===== src/sv/rlmtf_pkg.sv =====
// Shared constants, types and controller codes for the recency list block.
package rlmtf_pkg;

	localparam int DEPTH = 8;
	localparam int KEY_W = 32;
	localparam int CNT_W = $clog2(DEPTH + 1);
	localparam int IDX_W = $clog2(DEPTH);
	localparam logic [CNT_W-1:0] CAP_RESET = CNT_W'(5);

	typedef logic [KEY_W-1:0] key_t;
	typedef logic [CNT_W-1:0] cnt_t;

	typedef enum logic {
		ST_IDLE,
		ST_BUSY
	} state_t;

	// Controller to datapath
	typedef struct packed {
		logic load_key;
		logic commit;
	} cmd_t;

	// Datapath to controller
	typedef struct packed {
		logic out_free;
	} status_t;

endpackage


===== src/sv/rlmtf_ctrl.sv =====
// Controller state machine: captures a word, then commits it once the result slot is free.
module rlmtf_ctrl (
	input  logic              clk,
	input  logic              arst_n,
	input  logic              in_valid,
	output logic              in_ready,
	input  rlmtf_pkg::status_t status,
	output rlmtf_pkg::cmd_t    cmd
);
	import rlmtf_pkg::*;

	state_t state_q;
	state_t state_nxt;

	// Hold state
	always_ff @(posedge clk or negedge arst_n) begin
		if (!arst_n) begin
			state_q <= ST_IDLE;
		end else begin
			state_q <= state_nxt;
		end
	end

	// Advance on accept, return once the result is committed
	always_comb begin
		state_nxt = state_q;
		case (state_q)
			ST_IDLE: begin
				if (in_valid) state_nxt = ST_BUSY;
			end
			ST_BUSY: begin
				if (status.out_free) state_nxt = ST_IDLE;
			end
			default: state_nxt = ST_IDLE;
		endcase
	end

	// Drive handshake and commands
	always_comb begin
		in_ready     = 1'b0;
		cmd.load_key = 1'b0;
		cmd.commit   = 1'b0;
		case (state_q)
			ST_IDLE: begin
				in_ready     = 1'b1;
				cmd.load_key = in_valid;
			end
			ST_BUSY: begin
				cmd.commit = status.out_free;
			end
			default: begin
				in_ready = 1'b0;
			end
		endcase
	end

endmodule


===== src/sv/rlmtf_dp.sv =====
// Datapath: entry registers, parallel key compare, gap-closing shift and result register.
module rlmtf_dp (
	input  logic               clk,
	input  logic               arst_n,
	input  logic               cfg_we,
	input  logic [3:0]         cfg_wdata,
	input  rlmtf_pkg::key_t    key,
	input  rlmtf_pkg::cmd_t    cmd,
	output rlmtf_pkg::status_t status,
	output logic               out_valid,
	input  logic               out_ready,
	output logic               hit,
	output logic               evicted,
	output rlmtf_pkg::key_t    evicted_key,
	output rlmtf_pkg::key_t    most_recent_key,
	output rlmtf_pkg::cnt_t    occupancy
);
	import rlmtf_pkg::*;

	key_t entry_q [DEPTH];
	key_t entry_nxt [DEPTH];
	key_t key_q;
	cnt_t vc_q;
	cnt_t cap_q;
	logic out_valid_q;

	logic hit_c;
	logic evict_c;
	cnt_t rm_pos;
	cnt_t cap_eff;
	cnt_t n_rm;
	cnt_t n_fin;
	logic [DEPTH-1:0] match;

	// Clamp the configured capacity to 1..DEPTH
	always_comb begin
		if (cap_q == '0) begin
			cap_eff = CNT_W'(1);
		end else if (cap_q > CNT_W'(DEPTH)) begin
			cap_eff = CNT_W'(DEPTH);
		end else begin
			cap_eff = cap_q;
		end
	end

	// Compare every valid entry against the held key
	always_comb begin
		for (int i = 0; i < DEPTH; i++) begin
			match[i] = (CNT_W'(i) < vc_q) && (entry_q[i] == key_q);
		end
	end

	// Pick the oldest matching position, else the eviction slot, else none
	always_comb begin
		rm_pos = CNT_W'(DEPTH);
		for (int i = DEPTH - 1; i >= 0; i--) begin
			if (match[i]) rm_pos = CNT_W'(i);
		end
		hit_c   = |match;
		evict_c = !hit_c && (vc_q >= cap_eff);
		if (evict_c) rm_pos = '0;
		n_rm  = (hit_c || evict_c) ? vc_q - CNT_W'(1) : vc_q;
		n_fin = (n_rm < CNT_W'(DEPTH)) ? n_rm + CNT_W'(1) : n_rm;
	end

	// Close the gap, then append the key as most recent
	always_comb begin
		for (int i = 0; i < DEPTH; i++) begin
			if (CNT_W'(i) >= rm_pos && i + 1 < DEPTH) begin
				entry_nxt[i] = entry_q[(i + 1) % DEPTH];
			end else begin
				entry_nxt[i] = entry_q[i];
			end
			if (CNT_W'(i) == n_rm) entry_nxt[i] = key_q;
		end
	end

	// Hold entries and key; no reset on payload
	always_ff @(posedge clk) begin
		if (cmd.load_key) key_q <= key;
		if (cmd.commit) begin
			for (int i = 0; i < DEPTH; i++) begin
				entry_q[i] <= entry_nxt[i];
			end
		end
	end

	// Occupancy and capacity
	always_ff @(posedge clk or negedge arst_n) begin
		if (!arst_n) begin
			vc_q  <= '0;
			cap_q <= CAP_RESET;
		end else begin
			if (cmd.commit) vc_q <= n_fin;
			if (cfg_we) cap_q <= CNT_W'(cfg_wdata);
		end
	end

	// Result word valid flag
	always_ff @(posedge clk or negedge arst_n) begin
		if (!arst_n) begin
			out_valid_q <= 1'b0;
		end else if (cmd.commit) begin
			out_valid_q <= 1'b1;
		end else if (out_ready) begin
			out_valid_q <= 1'b0;
		end
	end

	// Result word payload
	always_ff @(posedge clk) begin
		if (cmd.commit) begin
			hit             <= hit_c;
			evicted         <= evict_c;
			evicted_key     <= evict_c ? entry_q[0] : '0;
			most_recent_key <= key_q;
			occupancy       <= n_fin;
		end
	end

	assign out_valid       = out_valid_q;
	assign status.out_free = !out_valid_q || out_ready;

	// Checks
	a_occ_bound: assert property (@(posedge clk) disable iff (!arst_n)
		vc_q <= CNT_W'(DEPTH)) else $error("occupancy beyond depth");
	a_commit_valid: assert property (@(posedge clk) disable iff (!arst_n)
		cmd.commit |=> out_valid_q) else $error("commit did not raise result valid");
	a_hit_no_evict: assert property (@(posedge clk) disable iff (!arst_n)
		out_valid_q |-> !(hit && evicted)) else $error("hit and eviction together");
	a_hit_keeps_occ: assert property (@(posedge clk) disable iff (!arst_n)
		cmd.commit && hit_c |=> vc_q == $past(vc_q)) else $error("hit changed occupancy");
	a_commit_free: assert property (@(posedge clk) disable iff (!arst_n)
		cmd.commit |-> status.out_free) else $error("commit over a pending result");

endmodule


===== src/sv/recency_list_move_to_front_top.sv =====
// Top level of the recency list: controller and datapath joined by command and status.
// Bounded most-recently-used list of up to eight 32-bit keys (capacity register, reset 5,
// 0 acts as 1, above 8 acts as 8). Each key word yields one result word: hit, eviction,
// evicted key, the pushed key and the new occupancy. A key is first captured, then goes
// through the single compare-and-shift step over all entries; no new word is taken until
// that step has committed. A finished result waits in an output register while the next
// key is captured; the commit stalls only while that register is still full.
// Write capacity only while the block is idle.
module recency_list_move_to_front_top (
	input  logic                clk,
	input  logic                arst_n,
	input  logic                cfg_we,
	input  logic [3:0]          cfg_wdata,
	input  logic                in_valid,
	output logic                in_ready,
	input  rlmtf_pkg::key_t     key,
	output logic                out_valid,
	input  logic                out_ready,
	output logic                hit,
	output logic                evicted,
	output rlmtf_pkg::key_t     evicted_key,
	output rlmtf_pkg::key_t     most_recent_key,
	output rlmtf_pkg::cnt_t     occupancy
);
	import rlmtf_pkg::*;

	cmd_t    cmd;
	status_t status;

	rlmtf_ctrl u_ctrl (
		.clk      (clk),
		.arst_n   (arst_n),
		.in_valid (in_valid),
		.in_ready (in_ready),
		.status   (status),
		.cmd      (cmd)
	);

	rlmtf_dp u_dp (
		.clk             (clk),
		.arst_n          (arst_n),
		.cfg_we          (cfg_we),
		.cfg_wdata       (cfg_wdata),
		.key             (key),
		.cmd             (cmd),
		.status          (status),
		.out_valid       (out_valid),
		.out_ready       (out_ready),
		.hit             (hit),
		.evicted         (evicted),
		.evicted_key     (evicted_key),
		.most_recent_key (most_recent_key),
		.occupancy       (occupancy)
	);

endmodule

===== config.mk =====
export PLATFORM = sky130hd
export DESIGN_NAME = recency_list_move_to_front_top
export DESIGN_NICKNAME = d
export VERILOG_FILES = /design/src/sv/rlmtf_pkg.sv /design/src/sv/rlmtf_ctrl.sv /design/src/sv/rlmtf_dp.sv /design/src/sv/recency_list_move_to_front_top.sv
export SDC_FILE = /design/constraint.sdc
export NUM_CORES = 1
export LEC_CHECK = 0
export BUFFER_PORTS_ARGS = -buffer_cell sky130_fd_sc_hd__buf_2
export CAP_MARGIN = 30
export CORE_MARGIN = 2
export CORE_UTILIZATION = 35
export CTS_BUF_LIST = sky130_fd_sc_hd__clkbuf_8
export CTS_CLUSTER_DIAMETER = 30
export DETAILED_ROUTE_END_ITERATION = 8
export MAX_ROUTING_LAYER = met4
export PLACE_DENSITY_LB_ADDON = 0.2
export SYNTH_ARGS = -nofsm -noshare
export SYNTH_HDL_FRONTEND = slang
export SYNTH_SLANG_ARGS = --single-unit

===== constraint.sdc =====
create_clock -name clk -period 9.4 [get_ports clk]
set_clock_uncertainty 0.2 [all_clocks]
set_input_delay 2.35 -clock clk [delete_from_list [all_inputs] [get_ports clk]]
set_output_delay 2.35 -clock clk [all_outputs]
set_load 0.01 [all_outputs]

Yosys cells after proc, flatten, opt, wreduce, memory -nomap -nowiden --
Memory sizes are Yosys's and may differ from the RTL's. Index checks and enable logic that the tools add are counted.
Word-level totals: flip-flop bits (word level) 112, latch bits 0, bits in writable memories 256, bits in read-only memories 0, input bits 41, output and inout bits 72, word-level logic and storage cells 102, memories 1
Cells by class: add/subtract/negate cells 2, multiply operators 0, divide/modulo/power cells 0, order comparisons 18, equal/unequal tests 15, shifts and indexed selects 0, muxes and demuxes 38, bitwise operators 1, reduce and logical (&&, ||, !) cells 17
Memory list:
- u_dp.entry_q | words 8, width 32, rd ports 8, clocked after Yosys merged registers in 0, write ports 8, RTL line rlmtf_dp.sv:20 | key_t entry_q [DEPTH];
Operators with widths (number):
- two-way mux 32 bit | 15
- equality test 32 bit | 8
- two-way mux 4 bit | 13
- equality test 3 x 4 -> 1 bit, first input constant | 4
- less-than comparator 3 x 4 -> 1 bit, first input constant | 4
- greater-or-equal comparator 3 x 4 -> 1 bit, first input constant | 3
- logical AND 1 bit | 9
- two-way mux 1 bit | 9
- equality test 2 x 4 -> 1 bit, first input constant | 2
- greater-or-equal comparator 1 x 4 -> 1 bit, first input constant | 2
- greater-or-equal comparator 2 x 4 -> 1 bit, first input constant | 2
- logical NOT 4 bit | 2
- less-than comparator 1 x 4 -> 1 bit, first input constant | 2
- less-than comparator 2 x 4 -> 1 bit, first input constant | 2
- OR reduction 8 bit | 1
- adder 4 x 1 -> 4 bit, second input constant | 1
- equality test 1 x 4 -> 1 bit, first input constant | 1
- greater-or-equal comparator 4 bit | 1
- greater-than comparator 4 bit, second input constant | 1
- less-than comparator 4 bit, second input constant | 1
- subtractor 4 x 1 -> 4 bit, second input constant | 1
- logical NOT 1 bit | 2
- logical OR 1 bit | 2
- case mux 1 bit (2 select lines) | 1
- other kinds (2) | 2

Longest topological paths before layout --
Gate-level depths: netlist of the first run.
depth in word-level cells 14, mapped depth 18, mapped depth without buffers 17

By module --
From an unflattened synthesis of the first run, not the netlist that was laid out.
Second synthesis, totals: cells, all modules 1233, area total of the unflattened synthesis 18295.0 µm²
By module, submodules not included:
- rlmtf_dp | times used 1, cells each 1227, area each 18241.2 µm², sequential area each 10978.0 µm²
- rlmtf_ctrl | times used 1, cells each 6, area each 53.8 µm², sequential area each 25.0 µm²

Worst setup path before layout of the first run --
No wires, ideal clock.
kind input to register, start point input out_ready, end point memory u_dp.entry_q[0][0] (netlist name), enable pin, library setup time 394 ps, data arrival time 5968 ps, required time 8806 ps, setup slack 2838 ps, stages 5, path buffers 1, path through nand2b_1 -> nand2_1 -> inv_1 -> clkbuf_1 -> o31a_1
RTL lines:
- from (decl) | RTL line recency_list_move_to_front_top.sv:18 | input logic out_ready,
- to (decl) | RTL line rlmtf_dp.sv:20

==> results of run 1 <==
sequential cells by signal, summed over array words and instances (netlist names):
register	flops
u_dp.hit	1
u_ctrl.state_q	1
u_dp.evicted_key	32
u_dp.evicted	1
u_dp.vc_q	4
u_dp.key_q	32
u_dp.out_valid	1
u_dp.entry_q	256
u_dp.most_recent_key	32
u_dp.occupancy	4
u_dp.cap_q	4
synthesized netlist by cell type (3+ instances only):
master    number
o21ai_0        6
buf_2         42
buf_6         14
nand2_1       33
mux2_2       111
clkbuf_1      14
a211oi_1       3
dfrtp_1        8
nand4_1       39
nor4b_1        3
nor3_1        12
a21oi_1       11
inv_1         15
a31oi_4        6
edfxtp_1     358
nor4_1        72
nor2_1        31
nand4b_1       3
or2_2          3
a21o_1         5
xor2_1       179
ha_1          11
xnor2_1       89
a31oi_1        5
or4_1          9
o31a_1         4
and3_1        34
buf_4         31
nand3_1       15
mux2_1       116
final timing paths:
path                                start                  endpoint  slack [ps]  depth (start not counted)
hold reg to reg            u_dp.key_q[31]  u_dp.most_recent_key[31]         250                          0
min in group asynchronous          arst_n            u_dp.out_valid        1370                          1
hold / removal             u_dp.key_q[31]  u_dp.most_recent_key[31]         250                          0
setup / recovery             u_dp.vc_q[3]       u_dp.entry_q[0][59]        3210                         14
setup reg to reg             u_dp.vc_q[3]       u_dp.entry_q[0][59]        3210                         14
max in group asynchronous          arst_n             u_dp.cap_q[2]        7360                          1
through the flow:
| step | utilization (%) | area, sq um | hold WS (ps) | worst slack [ps] | total power, mW |
|---|---|---|---|---|---|
| after floorplan | - | 18900 | 239 | 2840 | 6.15 |
| after global placement | 37.3 | 20000 | 234 | 3220 | 7.31 |
| after detailed placement | 37.5 | 20100 | 239 | 3200 | 7.37 |
| after CTS | 40.9 | 21900 | 253 | 3170 | 9.38 |
| after global routing | 40.9 | 21900 | 258 | 2930 | 9.81 |
| final | 40.9 | 21900 | 254 | 3210 | 9.28 |
cells by family after synthesis:
logic type      count (synthesis)  synth area share [%]
flops                         368                  58.2
mux                           227                  13.5
simple gates                  272                  8.50
compound gates                 63                  2.92
buf+inv                       116                  3.75
xor+xnor                      268                  12.4
fa+ha+maj                      11                 0.728
layout make-up:
type                            count  area [sq um]
Inverter                           15          57.6
Timing Repair Buffer              153           938
Clock buffer                       94          1290
Tap cell                          696           871
Clock inverter                     68           547
Fill cell                        5077         31700
Sequential cell                   368         11000
Multi-Input combinational cell    841          7240
critical path, cell delays in order, from the launching register on:
cell and delay (ps):
dfrtp_1 700, nor2_1 640, o21ai_0 450, nand4_1 230
nor4_2 120, or4_1 620, nor3_1 800, xnor2_1 290
inv_1 140, ha_1 150, inv_1 90, a31oi_4 180
buf_4 460, o31a_1 240, buf_4 430
where the power goes:
group          total, mW  internal (mW)  switching (mW)
sequential          3.48           3.01           0.474
clock               1.93           1.17           0.762
combinational       3.87           1.58            2.29
metal layers:
layer / global-route usage (%) / vias up / routed length [um]
li1: - / 5319 / -
met1: 23.8 / 5541 / 23000
met2: 31.0 / 336 / 25100
met3: 3.63 / 101 / 2130
met4: 6.85 / 0 / 1570
met5: - / - / 0
==> results.cfg, run 1 <==
[cts]
cts.clk_slew.worst_paths_ps = 50
clock_latency_ps = 680
cts_resized = 0
cts_buffers = 90
numClockSinks = 368
tritoncts = built
ctsHoldBuffers = 0
post-cts-setup-buffers = 0
h-tree-depth = 3
cts_root_buffer = clkbuf_8
clockBufferDepth = 3

[floorplanning]
start_util_pct = 35.3
core_sq_um = 53600
rows = 85
ios = 113
dieArea_sq_um = 55900
die_width_um = 236
dieHeight_um = 236

[timing]
fin_crit_ps = 6190
slew_headroom_pct = 36.9
rsz0062_at_grt = no
period_share_pct = 65.8
slew_violations = 0
tightestPinTransition_ps = 939
fin_setup_tns_ps = 0
setup_viol = 0
hold_viol_final = 0
max_freq_mhz = 162

[setup_path]
crit_arrival_ps = 6270
endpoint_kind = register
cp_max_fo = 33
cp.required_ps = 9480
cp-start-kind = register
crit_type = register to register

[detailed_routing]
avgViaCountPerCell = 5.05
drt-initial-drc-count = 737
drc = 0
wl_mm = 51.8
wl_per_cell_um = 23.2
vias = 11297
antenna_left = 0
drt_pass1_iterations = 4

[synth]
syn_nets = 1377
synth_flop_cell = edfxtp_1
syn-cell-area_sq_um = 18900
syn_inst = 1325
synth_top_area_share_pct = 56.8
synth.distinct_cells = 61
synth_edf_count = 358
yosysWarnings = 0
synthArstFlopShare_pct = 2.72
synthTopCellsByArea = edfxtp_1 57%, xor2_1 8.3%, mux2_1 6.9%
avgSynthCellArea_sq_um = 14.3
yosysSeqAreaShare_pct = 58.2
synth_area_leader_cell = edfxtp_1
synth_seq_cells = 368

[cells_and_area]
diodes = 0
final_cell_mix = 358 x edfxtp_1, 179 x xor2_1, 116 x mux2_1, 112 x buf_2, 111 x mux2_2
final_common_cell = edfxtp_1
area_delta_synth_final_pct = 16.0
instances_no_fill = 2235
fin_nets = 1521
drive_gt1_share_pct = 26.9

[placed_design]
io_buffers = 112
place_inst = 2072
hpwl_mm = 38.6
routabilityCongestion = 0.930

[power]
ir_drop_v = 0.000248
cellPowerDensity_nw_per_um2 = 423
leakagePower_nw = 7.71

[min_path]
min_path_type = register to register

[global_routing]
grt_usage_pct = 19.1
overflow = 0
grt_pass1_vias = 11857
grt_pass1_wl_mm = 76.9
antenna_found_initial = 0
grt_start_max_net_pins = 45

[flow_run]
cap_viol_max_count = 0

[status]
status = completed
No activity file was read; power rests on OpenSTA's default activity.
==> run 2, diff against run 1 <==
Settings changed: ABC_AREA set to 1.
Clock period 9.4 ns to 5.16 ns, I/O delays scaled along.
==> run 2 against run 1 <==
  * Clock power rose by 120%
  * Critical path depth rose by 2
  * Routed wire length rose by 23%
  * Register-to-register slack got worse by 2800 ps
  * Largest power group is now sequential cells
  * Highest routed layer unchanged
==> results.cfg, run 2 <==
[placed_design]
routabilityCongestion = 0.997
io_buffers = 112
hpwl_mm = 49.8
placed_area_sq_um = 21600
place_ws_ps = 423
place_inst = 3084

[global_routing]
antenna_found_initial = 1
grt_pass1_vias = 15269
grt_pass1_wl_mm = 95.2
grt_start_max_net_pins = 67
overflow = 0
grt_usage_pct = 22.3

[synth]
syn_nets = 2305
synth_flop_cell = edfxtp_1
yosysWarnings = 0
synthArstFlopShare_pct = 2.72
netlist_top_cells_count = 714 x nand2_1, 358 x edfxtp_1, 235 x nor2_1
syn-cell-area_sq_um = 20200
yosysSeqAreaShare_pct = 54.4
synth_area_leader_cell = edfxtp_1
avgSynthCellArea_sq_um = 8.98
syn_inst = 2253
synth_seq_cells = 368
post-synth-top-count-cell = nand2_1
synthTopCellsByArea = edfxtp_1 53%, nand2_1 13%, nor2_1 4.4%
synth_top_area_share_pct = 53.1
synth_edf_count = 358
synth.distinct_cells = 45

[setup_path]
cp_slowest_cell = o21ai_0
crit_family = simple AND/OR/NAND/NOR gates
cp_num_buf_inv = 3
crit_type = register to register
cp_max_fo = 64
cp-start-kind = register
endpoint_kind = register
cp.required_ps = 5460
crit_path_frequent_cell = nand2_1
r2r_start = u_dp.key_q[30]
timing.critical_path.slowest_cell_delay_ps = 590
path_cells = buf_4, xor2_1, nor2_1, nand2_1, nor2_1, nand3_1, nand2_1, nor2_2, nand3_2, o21ai_0, inv_1, ha_1, nand3_2, buf_4, nand2_1, o21ai_2
startpoint = u_dp.key_q[30]
crit_arrival_ps = 5020

[detailed_routing]
drt_pass1_iterations = 5
avgViaCountPerCell = 4.76
wl_mm = 63.9
drt-initial-drc-count = 1003
antenna_left = 0
vias = 15585
wl_per_cell_um = 19.5
drc = 0

[power]
comb_power_share_pct = 31.4
seqPwrFrac_pct = 38.4
p_sw_share_pct = 36.9
switchingPower_mw = 5.18
p_int_mw = 8.85
power_frac_clock_pct = 30.2
leakagePower_nw = 10.4
cellPowerDensity_nw_per_um2 = 586
ir_drop_v = 0.000314

[cts]
cts.clk_slew.worst_paths_ps = 60
cts_root_buffer = clkbuf_8
clockBufferDepth = 3
h-tree-depth = 3
tritoncts = built
clock_latency_ps = 680
cts_buffers = 102
ctsHoldBuffers = 0
post-cts-setup-buffers = 0
cts_resized = 0
numClockSinks = 368

[floorplanning]
die_width_um = 244
ios = 113
dieHeight_um = 244
rows = 88
start_util_pct = 35.2
dieArea_sq_um = 59800
core_sq_um = 57500

[cells_and_area]
fin_nets = 2476
area_delta_synth_final_pct = 18.2
diodes = 0
fin_area_sq_um = 23900
drive_gt1_share_pct = 18.2
instances_no_fill = 3276
final_common_cell = nand2_1
final_cell_mix = 714 x nand2_1, 358 x edfxtp_1, 234 x nor2_1, 221 x inv_1, 142 x o21ai_1
largest_reg_flops = 256
top_register = u_dp.entry_q

[status]
status = completed

[timing]
rsz0062_at_grt = no
fin_crit_ps = 4720
fin_setup_tns_ps = 0
max_freq_mhz = 212
setup_viol = 0
period_share_pct = 91.5
timing.hold.ws_ps = 270
postLayoutSetupSlackWorst_ps = 440
slew_violations = 0
hold_viol_final = 0
tightestPinTransition_ps = 962
slew_headroom_pct = 35.7

[min_path]
min_path_type = input port to asynchronous set/reset pin

[flow_run]
cap_viol_max_count = 0
## run 2: cell types whose count changed after synthesis, sizes merged, moves of 7 or more
cell	previous run	this run
o21ai	7	259
nor3	12	25
xor2	179	45
nor2	31	239
nand3b	0	7
inv	15	231
and3	34	1
a31oi	12	2
mux2	227	3
or4	9	0
nand3	15	65
nor4	75	1
buf	87	101
nand2	33	717
## run 2: logic make-up after synthesis
| kind of cell | share of synthesized area (%) |
|---|---|
| and+or+nand+nor | 22.5 |
| buffers and inverters | 8.62 |
| xor gates and xnor gates | 5.58 |
| DFF | 54.4 |
| AOI/OAI and AO/OA | 8.06 |
| muxes | 0.167 |
| adders and majority gates | 0.680 |
## run 2: cell type report
class                   instances  area [sq um]
clock inverters                84           792
repair buffers                183          1220
clock buffers                 107          1470
multi-input cells            1537          7590
well taps                     765           957
inverters                     232           880
flip-flops and latches        368         11000
fillers                      5743         33600
## run 2: power groups by stage
stage / Clock (mW) / Sequential [mW] / Combinational [mW]
final: 4.23 / 5.38 / 4.41
after global placement: 0 / 5.42 / 4.37
after CTS: 4.34 / 5.38 / 4.42
after detailed placement: 0 / 5.42 / 4.40
after floorplan: 0 / 5.34 / 2.89
after global routing: 4.48 / 5.49 / 4.92
## run 2: path summary, 6_finish.rpt
check                      depth (start not counted)            endpoint  slack, ps
min                                                1      u_dp.out_valid        270
max                                               16  u_dp.entry_q[1][7]        440
max in group asynchronous                          1       u_dp.cap_q[0]       4240
max reg2reg                                       16  u_dp.entry_q[1][7]        440
min reg2reg                                        2      u_dp.out_valid        290
min in group clk                                   2      u_dp.out_valid        290
## run 2: per-stage QoR
step	util, %	total power [mW]
floorplan	-	8.23
global placement	37.6	9.78
detailed placement	37.6	9.83
CTS	41.6	14.1
global route	41.6	14.9
finish	41.6	14.0
## run 2: layer usage
layer,share of wire (%),routed length [um],up-vias,global-route usage [%]
met3,5.4,3460,144,3.11
met1,45,29000,7149,29.2
met4,4.3,2770,0,10.7
met2,45,28700,519,34.0
met5,0,0,-,-
li1,-,-,7773,-
==> run 3, diff against run 2 <==
Settings changed: CELL_PAD_IN_SITES_DETAIL_PLACEMENT set to 1, CELL_PAD_IN_SITES_GLOBAL_PLACEMENT set to 1, CORE_UTILIZATION 35 to 44.
==> run 3 against run 2 <==
  * Final cell count is 5.5% lower
  * Via count is 4.4% higher
  * Die area is 20% lower
  * Combinational power is 1% higher
  * Sequential power hardly changed
  * Critical path type unchanged
  * Worst hold slack worse by 2.1 ps
  * Utilization is 10 points higher
  * Routed wire length is 4.1% higher
  * Clock power is 1% higher
  * Register-to-register slack hardly changed
  * First-iteration DRC count is 15% lower
==> results.cfg, run 3 (synthesis gave the netlist of run 2 again) <==
[status]
status = completed

[detailed_routing]
vias = 16272
antenna_left = 0
wl_per_cell_um = 21.5
drc = 0
wl_mm = 66.5
drt_pass1_iterations = 5
drt-initial-drc-count = 853
avgViaCountPerCell = 5.25

[setup_path]
cp_num_buf_inv = 4
r2r-end = u_dp.entry_q[1][18]
startpoint = u_dp.key_q[24]
crit_family = simple AND/OR/NAND/NOR gates
crit_type = register to register
cp_max_fo = 64
cp_slowest_cell = edfxtp_1
endpoint_kind = register
ff2ff_setup_slack_ps = 440
r2r_start = u_dp.key_q[24]
cp.required_ps = 5340
timing.critical_path.slowest_cell_delay_ps = 670
path_cells = buf_4, xnor2_1, inv_1, nor2_1, nand2_1, nor2_1, nand3_1, nand2_1, nor2_2, nand3_2, nand2_1, o21ai_1, inv_1, ha_1, nand3_2, buf_4, o21ai_1
rr_worst_depth = 17
crit_arrival_ps = 4900
cp-start-kind = register
crit_path_frequent_cell = nand2_1

[floorplanning]
dieArea_sq_um = 47700
dieHeight_um = 218
die_width_um = 218
core_sq_um = 45400
ios = 113
start_util_pct = 44.6
rows = 78

[timing]
rsz0062_at_grt = no
tightestPinTransition_ps = 788
setup_viol = 0
slew_violations = 0
max_freq_mhz = 212
period_share_pct = 91.5
fin_setup_tns_ps = 0
slew_headroom_pct = 47.4
hold_viol_final = 0
postLayoutSetupSlackWorst_ps = 440
timing.hold.ws_ps = 268
fin_crit_ps = 4720

[cts]
numClockSinks = 368
post-cts-setup-buffers = 0
cts_buffers = 96
h-tree-depth = 3
cts.clk_slew.worst_paths_ps = 60
clockBufferDepth = 3
ctsHoldBuffers = 0
clock_latency_ps = 690
cts_root_buffer = clkbuf_8
tritoncts = built

[global_routing]
gr-usage-met3_pct = 3.86
antenna_found_initial = 1
overflow = 0
grt_pass1_wl_mm = 99.8
grt_usage_pct = 29.2
grt_use_met1_pct = 35.8
grt-busiest-layer = met2
grt_start_max_net_pins = 67
met2_usage_pct = 46.2
grt_pass1_vias = 16980

[min_path]
min_path_type = input port to asynchronous set/reset pin

[cells_and_area]
fin_util_pct = 52.0
final_cell_mix = 714 x nand2_1, 358 x edfxtp_1, 234 x nor2_1, 217 x inv_1, 143 x o21ai_1
top_register = u_dp.entry_q
fillers = 5330
largest_reg_flops = 256
final_common_cell = nand2_1
drive_gt1_share_pct = 17.9
area_delta_synth_final_pct = 16.7
fin_nets = 2465

[power]
cellPowerDensity_nw_per_um2 = 599
power_frac_clock_pct = 30.3
switchingPower_mw = 5.26
comb_power_share_pct = 31.6
leakagePower_nw = 10.4
p_sw_share_pct = 37.2
p_int_mw = 8.88
ir_drop_v = 0.000345
seqPwrFrac_pct = 38.1

[placed_design]
hpwl_mm = 52.0
io_buffers = 112
place_ws_ps = 371
routabilityCongestion = 1.03

[flow_run]
cap_viol_max_count = 0
## run 3: worst max path at each step
stage / endpoint / depth (start not counted)
6_report: u_dp.entry_q[1][18] / 17
5_1_grt: u_dp.entry_q[1][18] / 18
4_1_cts: u_dp.entry_q[1][17] / 15
3_5_place_dp: u_dp.entry_q[1][9] / 15
3_3_place_gp: u_dp.entry_q[1][6] / 15
2_1_floorplan: u_dp.entry_q[0][64] / 15
## run 3: cell type report
class | instances | area (sq um) | share of cell area [%]
sequential | 368 | 11000 | 46.6
multi-input combinational | 1537 | 7590 | 32.2
clock buffer | 97 | 1340 | 5.65
timing repair buffer | 178 | 1140 | 4.84
clock inverter | 83 | 905 | 3.83
inverter | 232 | 880 | 3.72
tap | 600 | 751 | 3.18
antenna | 2 | 5.00 | 0.0212
## run 3: power by group through the flow
| stage | logic, mW | registers [mW] | clock network (mW) |
|---|---|---|---|
| floorplan | 2.89 | 5.34 | 0 |
| global placement | 4.29 | 5.40 | 0 |
| detailed placement | 4.44 | 5.44 | 0 |
| CTS | 4.48 | 5.39 | 4.36 |
| global route | 4.94 | 5.50 | 4.52 |
| finish | 4.47 | 5.40 | 4.28 |
## run 3: worst reg2reg max path: cells and delay by family (launching register included)
kind	cells	cell delay, ps
adder cells (fa/ha/maj)	1	270
XOR/XNOR	1	350
flip-flops	1	670
AND/OR/NAND/NOR	9	1440
AO/OA/AOI/OAI	2	450
buffers and inverters	4	1040
## run 3: what timing repair did
action                     in CTS  in global routing
setup endpoints to repair       0                  1
hold endpoints to repair        0                  0
resized for setup               0                  1
## run 3: per-layer routing
metal,vias to the layer above,wire length (um)
li1,7736,-
met2,454,31000
met1,7911,28600
met3,171,2870
met4,0,3970
met5,-,0
## run 3: through the flow
| step | power [mW] | area (sq um) | std cells |
|---|---|---|---|
| CTS | 14.2 | 23600 | 3094 |
| detailed placement | 9.87 | 21300 | 2914 |
| floorplan | 8.23 | 20200 | 2253 |
| global placement | 9.69 | 21300 | 2913 |
| global route | 15.0 | 23600 | 3096 |
| finish | 14.1 | 23600 | 3097 |
